File: config.mk
export PLATFORM = sky130hd
export DESIGN_NAME = nnue_ctrl
export DESIGN_NICKNAME = d
export VERILOG_FILES = /design/src/design/nnue_pkg.sv /design/src/design/nnue_ctrl.sv
export SDC_FILE = /design/constraint.sdc
export NUM_CORES = 1
export LEC_CHECK = 0
export ABC_CLOCK_PERIOD_IN_PS = 1500
export BUFFER_PORTS_ARGS = -buffer_cell sky130_fd_sc_hd__buf_4
export CAP_MARGIN = 20
export CORE_AREA = 3 3 40 42
export DETAILED_ROUTE_END_ITERATION = 8
export DIE_AREA = 0 0 43 45
export PLACE_DENSITY = 0.57
export SLEW_MARGIN = 20
export SYNTH_ARGS = -nofsm -noshare
export SYNTH_HDL_FRONTEND = slang
export SYNTH_SLANG_ARGS = --single-unit
File: constraint.sdc
create_clock -name clk -period 1.5 [get_ports clk]
set_clock_uncertainty 0.1 [all_clocks]
set_input_delay 0.075 -clock clk [delete_from_list [all_inputs] [get_ports clk]]
set_output_delay 0.075 -clock clk [all_outputs]
set_load 0.01 [all_outputs]
File: src/design/nnue_pkg.sv
`timescale 1ns / 1ps
// ----------------------------------------------------------------------------
// nnue package
// shared types, sizes and operation codes of the nnue evaluator
// ----------------------------------------------------------------------------
package nnue_pkg;

	localparam int Squares       = 64;
	localparam int InputFeatures = 1027;
	localparam int Hidden1       = 256;
	localparam int Hidden2       = 32;
	localparam int Channels      = 16;

	localparam int H1W      = $clog2(Hidden1);
	localparam int H2W      = $clog2(Hidden2);
	localparam int RowW     = $clog2(InputFeatures);
	localparam int FtDepth  = InputFeatures * Hidden1;
	localparam int L2Depth  = Hidden2 * Hidden1;
	localparam int FtAw     = $clog2(FtDepth);
	localparam int L2Aw     = $clog2(L2Depth);

	typedef enum logic [3:0] {
		OP_FTW   = 4'd0,
		OP_FTB   = 4'd1,
		OP_L2W   = 4'd2,
		OP_L2B   = 4'd3,
		OP_OUTW  = 4'd4,
		OP_RESET = 4'd5,
		OP_ADDP  = 4'd6,
		OP_REMP  = 4'd7,
		OP_ADDG  = 4'd8,
		OP_REMG  = 4'd9,
		OP_EVAL  = 4'd10
	} op_t;

	typedef enum logic [2:0] {
		ST_IDLE,
		ST_ROW,
		ST_COPY,
		ST_L2,
		ST_L2END,
		ST_OUT,
		ST_DONE
	} state_t;

	// controller to datapath
	typedef struct packed {
		logic           walk_start;   // load item, clear index
		logic           row_step;     // one accumulator update
		logic           copy_step;    // one bias copy
		logic           l2_step;      // one layer-two product
		logic           l2_finish;    // close one layer-two sum
		logic           out_finish;   // shift, negate, present
	} cmd_t;

	// datapath to controller
	typedef struct packed {
		logic j_last;
		logic k_last;
		logic pipe_empty;
	} sts_t;

	function automatic logic [31:0] asr32(input logic [31:0] x, input logic [4:0] s);
		asr32 = 32'($signed(x) >>> s);
	endfunction

	function automatic logic [7:0] clamp_act(input logic [31:0] x, input logic [7:0] amax);
		if (x[31])
			clamp_act = 8'd0;
		else if (x > {24'd0, amax})
			clamp_act = amax;
		else
			clamp_act = x[7:0];
	endfunction

endpackage

File: src/design/nnue_ctrl.sv
`timescale 1ns / 1ps
// ----------------------------------------------------------------------------
// nnue controller
// sequences row walks, bias copies and evaluation over the datapath
// ----------------------------------------------------------------------------
module nnue_ctrl import nnue_pkg::*; (
	input  logic  clk,
	input  logic  arst_n,
	input  logic  start,
	input  op_t   op,
	input  logic  row_ok,
	input  logic  out_busy,
	input  sts_t  sts,
	output logic  busy,
	output cmd_t  cmd
);

	state_t state_q, state_next;

	always_comb begin
		state_next = state_q;
		case (state_q)
			ST_IDLE: begin
				if (start) begin
					case (op)
						OP_RESET: state_next = ST_COPY;
						OP_ADDP, OP_REMP, OP_ADDG, OP_REMG:
							if (row_ok) state_next = ST_ROW;
						OP_EVAL: state_next = ST_L2;
						default: state_next = ST_IDLE;
					endcase
				end
			end
			ST_ROW:   if (sts.j_last) state_next = ST_IDLE;
			ST_COPY:  if (sts.j_last) state_next = ST_IDLE;
			ST_L2:    if (sts.j_last) state_next = ST_L2END;
			ST_L2END: if (sts.pipe_empty) state_next = sts.k_last ? ST_OUT : ST_L2;
			ST_OUT:   if (!out_busy) state_next = ST_DONE;
			ST_DONE:  state_next = ST_IDLE;
			default:  state_next = ST_IDLE;
		endcase
	end

	always_comb begin
		cmd = '0;
		busy = (state_q != ST_IDLE);
		case (state_q)
			ST_IDLE:  cmd.walk_start = start;
			ST_ROW:   cmd.row_step = 1'b1;
			ST_COPY:  cmd.copy_step = 1'b1;
			ST_L2:    cmd.l2_step = 1'b1;
			ST_L2END: cmd.l2_finish = sts.pipe_empty;
			ST_OUT:   cmd.out_finish = !out_busy;
			default:  cmd = '0;
		endcase
	end

	always_ff @(posedge clk or negedge arst_n) begin
		if (!arst_n)
			state_q <= ST_IDLE;
		else
			state_q <= state_next;
	end

endmodule

Word-level counts from Yosys, hierarchy flattened:

Index checks and enable logic that the tools add are counted.

* register bits after elaboration: 3

* equal/unequal tests: 17
* reductions and logical operators: 6
* multiplexer cells: 15

Operators by type and width (number)
* two-way mux 3 bit: 7
* case mux 3 bit (5 select lines): 1
* equality test 4 x 3 -> 1 bit (second input constant): 3
* equality test 4 bit (second input constant): 3
* case mux 3 bit (3 select lines): 1
* != test 2 bit (second input constant): 4
* equality test 3 x 2 -> 1 bit (second input constant): 2
* equality test 3 bit (second input constant): 2
* two-way mux 1 bit: 6
* AND reduction 6 bit: 1
* OR reduction 4 bit: 1
* equality test 3 x 1 -> 1 bit (second input constant): 1
* logical NOT 3 bit: 1
* != test 3 bit (second input constant): 1
* nonzero test 3 bit: 1
* != test 2 x 1 -> 1 bit (second input constant): 1
* OR reduction 2 bit: 1
* logical NOT 1 bit: 1

Logic depth before layout (Yosys ltp):

Gate-level depths: netlist (run 1).

* depth in word-level cells: 5
* depth in mapped cells: 4

Worst setup path after synthesis (run 1):

OpenSTA, ideal clock, no wires.

* path type: register to register
* start: register state_q[2]
* end: register state_q[1]
* slack: 0.097 ns
* period minus slack after synthesis: 1.403 ns
* data required time: 1.289 ns
* cell stages (with the launch flop): 4
* library setup time: 0.111 ns
* arrival time: 1.192 ns
* cell sequence: dfrtp_1 a21bo_1 a221o_1 a222oi_1

* longest elaborated chain between the ends: 4
* elaborated cells on any way between the ends: 15
* those cells by class: 11 x eq/ne; 1 x mux; 3 x reduce/logical

RTL lines
* start, declared: line nnue_ctrl.sv:18 `state_t state_q, state_next;`
* start signal, assigned: line nnue_ctrl.sv:62 `state_q <= state_next;`
* equality test 3 x 2 -> 1 bit / equality test 3 x 1 -> 1 bit (equally long branches): line nnue_ctrl.sv:22 `case (state_q)`
* OR reduction 2 bit (no source line)
* != test 2 x 1 -> 1 bit (no source line)
* AND reduction 6 bit (no source line)

Several ways; a longest one is shown, not always the timed one.
A chain may end at the register's enable or synchronous reset.

Worst setup path in the final report (run 1):

* start: input port sts[2] (netlist name)
* end: register state_q[1]

* longest elaborated chain between the ends: 2
* elaborated cells on any way between the ends: 3
* those cells by class: 2 x eq/ne; 1 x reduce/logical

RTL lines
* start, declared: line nnue_ctrl.sv:13 `input sts_t sts,`
* != test 2 bit (no source line) / != test 2 x 1 -> 1 bit (equally long branches)
* AND reduction 6 bit (no source line) *

Mark *: on every way between the ends. The rest lies on a longest branch, timed or not.

==> results of run 1 <==
[placed cells by master, fill, tap and decap left out, types with 2 or more instances in the layout]
master         synthesis  routed
nand2b_1               2       2
dlygate4sd3_1          0       2
nor2b_1                2       2
dfrtp_2                0       2
or2b_1                 2       2
clkbuf_4               0       3
nor3_1                 3       2
o21ai_0                2       2
nand2_1                2       2
nor4bb_1               2       2
buf_4                  0      21
nor2_1                 4       4
inv_1                  3       3
[logic make-up after synthesis]
| family | synth area share |
|---|---|
| AO/OA/AOI/OAI | 0.252 |
| buffers and inverters | 0.0472 |
| flip-flops | 0.236 |
| multiplexers | 0.0315 |
| AND/OR/NAND/NOR | 0.433 |
[worst paths after layout]
kind / start / end
max reg2reg: state_q[2] / state_q[1]
max in group asynchronous: arst_n / state_q[1]
min in group clk: sts[1] / state_q[2]
max: sts[2] / state_q[1]
min reg2reg: state_q[1] / state_q[1]
min: arst_n / state_q[0]
[metal layers]
layer	GRT usage	wire length, µm	up-vias
met3	0.0359	66	0
met4	0.0361	0	0
li1	-	-	200
met1	0.131	388	174
met2	0.159	438	14
met5	0	0	-
[critical path, cell delays in order]
cell	delay (ps)
dlygate4sd3_1	530
buf_4	140
and2b_1	170
a221o_1	250
a222oi_1	270
[where the power goes]
group          switching (mW)  internal (mW)  total [mW]
combinational           0.216          0.293       0.509
sequential             0.0629          0.118       0.181
clock                  0.0392         0.0995       0.139
total                   0.318          0.511       0.829
[timing repair]
| action | in CTS | in global routing |
|---|---|---|
| pin swaps | 0 | 1 |
| hold buffers | 2 | 0 |
| hold endpoints to repair | 4 | 0 |
| setup buffers | 0 | 1 |
| endpoints found under the setup margin | 1 | 3 |
| gates resized for setup | 1 | 2 |
[layout make-up]
type                    instances  share of cell area
well taps                      15              0.0345
inverters                       3              0.0207
clock buffers                   4              0.0483
multi-input cells              33               0.428
flip-flops and latches          3               0.143
repair buffers                 23               0.326
[through the flow]
step                      hold WS [ps]  setup TNS (ps)  total power [mW]  instance area (µm²)
final                             69.3               0             0.829                  544
after global routing              64.7           -1.75             0.908                  544
after CTS                         63.2               0             0.816                  531
after detailed placement          -234           -10.4             0.664                  483
after global placement            -235               0             0.659                  483
after floorplan                   -321               0             0.421                  318
==> impl_metrics.ini, run 1 <==
[worst_setup_path]
rrSetupSlack_ps = 60
critPathKind = in -> reg
crit_arrival_ps = 1440
rr_worst_depth = 3
cp-start-kind = input port
cp-end-kind = register
cp.required_ps = 1510
cp_max_fo = 3

[sta]
maxSlewViolCount = 0
finalHoldViolCount = 0
clock.fmax_mhz = 697
worst_slew_pin_slew_ps = 269
post-route-worst-setup-slack_ps = 65.0
max_slew_margin = 0.821
min_period_ps = 1440
finalCritPeriodShare = 0.957
setup_viol = 0

[pwr]
p_leak_nw = 0.248
peakVddDrop_mv = 0.319
power_density_mw_per_mm2 = 1520

[synthesis]
synth_common_cells = 4 x nor2_1, 3 x dfrtp_1, 3 x inv_1, 3 x nor3_1
synth_edf_count = 0
yosysWarnings = 0
synth_top_area_cell = dfrtp_1
yosys_most_used_dff = dfrtp_1
yosysMostFrequentCell = nor2_1
synth_nets = 52
syn_inst = 40
ys_ff_latch = 3
yosysUniqueCellTypes = 25
avgSynthCellArea_um2 = 7.95
ys_top_cells_by_area = dfrtp_1 24%, nor4bb_1 6.3%, nor3_1 4.7%
yosysSeqAreaShare = 0.236
async_flop_share = 1.00
synth_top_area_share = 0.236
syn_area_um2 = 318

[clock_network]
cts_tree = done
htreeDepth = 1
clk_pin_slew_ps = 40
worstSkewPairLatency_ps = 230
cts_root_buf = clkbuf_4
clkSinkCount = 3
numCtsBuffers = 3
cts_buffer_depth = 2

[die]
die_y_um = 45
coreArea_mm2 = 0.00128
die_area_mm2 = 0.00194
start_util = 0.247
rows = 13
die_w_um = 43
ios = 19

[hold_path]
hp-class = in -> async

[placement]
place_ws_ps = -10.4
numPortBuffers = 18
place_congestion = 0.687
hpwl_um = 721
place_inst = 74

[layout]
seqCellArea_um2 = 77.6
finalNetCount = 79
largest_reg_flops = 3
top_regs = state_q x3
stdcell_count = 81
fin_util = 0.424
nFillCells = 135
diodes = 0
layout-drive-gt1-share = 0.424
regMostFlops = state_q
area_delta_synth_final_pct = 71.3
multi_input_area_um2 = 233

[global_routing]
grt_max_degree = 11
grt_pass1_wl_um = 1500
grt-ovfl-total = 0
grt.total_usage = 0.102
first_global_vias = 337
antenna_found_initial = 0

[detailed_routing]
drc = 0
dr.pass1.iters = 4
drt_iter0_drc = 2
ant_nets = 0
avgRoutedWirePerCell_um = 11.0
routed_wl_um = 893
routed_via_density = 4.79
vias = 388

[flow_run]
cap_viol_max_count = 0

[status]
status = completed
No activity file was read; power rests on OpenSTA's default activity.
==> run 2: changes to the inputs <==
--- a/config.mk
+++ b/config.mk
@@ -5,13 +5,13 @@
 export SDC_FILE = /design/constraint.sdc
 export NUM_CORES = 1
 export LEC_CHECK = 0
-export ABC_CLOCK_PERIOD_IN_PS = 1500
+export ABC_CLOCK_PERIOD_IN_PS = 1600
 export BUFFER_PORTS_ARGS = -buffer_cell sky130_fd_sc_hd__buf_4
 export CAP_MARGIN = 20
 export CORE_AREA = 3 3 40 42
 export DETAILED_ROUTE_END_ITERATION = 8
 export DIE_AREA = 0 0 43 45
-export PLACE_DENSITY = 0.57
+export PLACE_DENSITY = 0.55
 export SLEW_MARGIN = 20
 export SYNTH_ARGS = -nofsm -noshare
 export SYNTH_HDL_FRONTEND = slang
==> constraint.sdc (replaced) <==
create_clock -name clk -period 1.6 [get_ports clk]
set_clock_uncertainty 0.1 [all_clocks]
set_input_delay 0.08 -clock clk [delete_from_list [all_inputs] [get_ports clk]]
set_output_delay 0.08 -clock clk [all_outputs]
set_load 0.01 [all_outputs]
==> run 2 against run 1 <==
  * Sequential share of layout area grew 0.13 points
  * Die area is the same
  * Design area fell by 2.5%
  * Register-to-register slack gained 80 ps
  * Critical path depth shrank 1
  * Wire length shrank 2.9%
  * Flip-flop and latch count stayed put
  * Worst hold slack lost 4.3 ps
  * Final cell count decreased by 1.2%
  * Critical path type is now reg -> out
  * Highest routed layer unchanged
==> impl_metrics.ini, run 2 (synthesis results as in run 1) <==
[die]
coreArea_mm2 = 0.00128
rows = 13
die_w_um = 43
start_util = 0.247
die_area_mm2 = 0.00194
ios = 19
die_y_um = 45

[hold_path]
hp-class = in -> async

[sta]
maxSlewViolCount = 0
min_period_ps = 1470
finalHoldViolCount = 0
post-route-worst-setup-slack_ps = 129
setup_viol = 0
clock.fmax_mhz = 680
tns_ps = 0
max_slew_margin = 0.829
rsz0062_at_grt = false
finalCritPeriodShare = 0.919
worst_slew_pin_slew_ps = 257

[status]
status = completed

[layout]
top_regs = state_q x3
layout_common_cells = 20 x buf_4, 4 x nor2_1, 3 x nor3_1, 3 x inv_1, 3 x clkbuf_4
diodes = 0
stdcell_count = 80
final_common_cell = buf_4
area_delta_synth_final_pct = 66.9
nFillCells = 131
regMostFlops = state_q
layout-drive-gt1-share = 0.385
fin_area_um2 = 531
largest_reg_flops = 3
finalNetCount = 78

[worst_setup_path]
critPathLaunch = state_q[1]
endpoint = cmd[5]
crit_arrival_ps = 1290
rr_startpoint = state_q[2]
rrSetupSlack_ps = 140
rr_worst_depth = 3
cp_max_fo = 7
cp-end-kind = primary output
cp-start-kind = register
r2r_end = state_q[1]
critPathKind = reg -> out
cp.required_ps = 1420

[clock_network]
clk_pin_slew_ps = 40
post_cts_buffers = 0
htreeDepth = 1
clkSinkCount = 3
cts_tree = done
cts_buffer_depth = 2
numCtsBuffers = 3
cts_root_buf = clkbuf_4
worstSkewPairLatency_ps = 230

[placement]
numPortBuffers = 18
place_congestion = 0.641
place_ws_ps = 76.5
place_inst = 74
place_area_um2 = 483
hpwl_um = 710

[global_routing]
grt-ovfl-total = 0
grt_max_degree = 11
grt.total_usage = 0.0959
first_global_vias = 342
grt_pass1_wl_um = 1390
antenna_found_initial = 0

[pwr]
p_leak_nw = 0.243
power_density_mw_per_mm2 = 1420
p_sw_uw = 293
peakVddDrop_mv = 0.506
power_frac_seq = 0.206
clockPowerShare = 0.175
pwr-share-comb = 0.619
p_int_uw = 463
power.share.switching = 0.388

[detailed_routing]
dr.pass1.iters = 4
drt_iter0_drc = 3
vias = 372
drc = 0
avgRoutedWirePerCell_um = 10.8
routed_via_density = 4.65
routed_wl_um = 867
ant_nets = 0

[flow_run]
cap_viol_max_count = 0
==> run 2: how the worst min path moves through the flow <==
stage            endpoint  slack (ps)
2_1_floorplan  state_q[0]        -320
3_3_place_gp   state_q[0]        -230
3_5_place_dp   state_q[2]        -230
4_1_cts        state_q[0]          70
5_1_grt        state_q[2]          70
6_report       state_q[2]          70
==> run 2: worst max-delay path, cell delays in order (launching register included) <==
cell     delay, ps
dfrtp_1        430
nor3_1         250
buf_4          150
and2_1         120
buf_4          110
==> run 2: layer usage <==
layer / track usage / share of wire / vias to the layer above
li1: - / - / 199
met1: 0.119 / 0.48 / 161
met2: 0.153 / 0.45 / 12
met3: 0.0478 / 0.070 / 0
met4: 0.0181 / 0 / 0
met5: 0 / 0 / -
==> run 2: what timing repair did <==
action | 4_1_cts | 5_1_grt
setup endpoints to repair | 0 | 1
hold buffers | 2 | 0
hold endpoints to repair | 4 | 0
resized for setup | 0 | 1
==> run 2: per-stage QoR <==
stage | utilization | hold WS, ps | total power, mW
3_5_place_dp | 0.376 | -228 | 0.623
3_3_place_gp | 0.376 | -230 | 0.625
2_1_floorplan | - | -316 | 0.395
6_report | 0.413 | 65.0 | 0.756
5_1_grt | 0.413 | 72.3 | 0.819
4_1_cts | 0.412 | 69.4 | 0.765
==> run 2: final cells by class <==
| cell class | instances | area (µm²) | area share |
|---|---|---|---|
| sequential | 3 | 76.3 | 0.144 |
| multi-input combinational | 33 | 228 | 0.429 |
| inverter | 3 | 11.3 | 0.0212 |
| clock buffer | 4 | 26.3 | 0.0495 |
| tap | 15 | 18.8 | 0.0354 |
| timing repair buffer | 22 | 170 | 0.321 |
==> run 2: power by group through the flow <==
stage | clock, mW | sequential, mW | combinational (mW)
3_5_place_dp | 0 | 0.154 | 0.469
6_report | 0.132 | 0.156 | 0.468
2_1_floorplan | 0 | 0.134 | 0.261
3_3_place_gp | 0 | 0.154 | 0.472
4_1_cts | 0.139 | 0.154 | 0.472
5_1_grt | 0.142 | 0.166 | 0.511
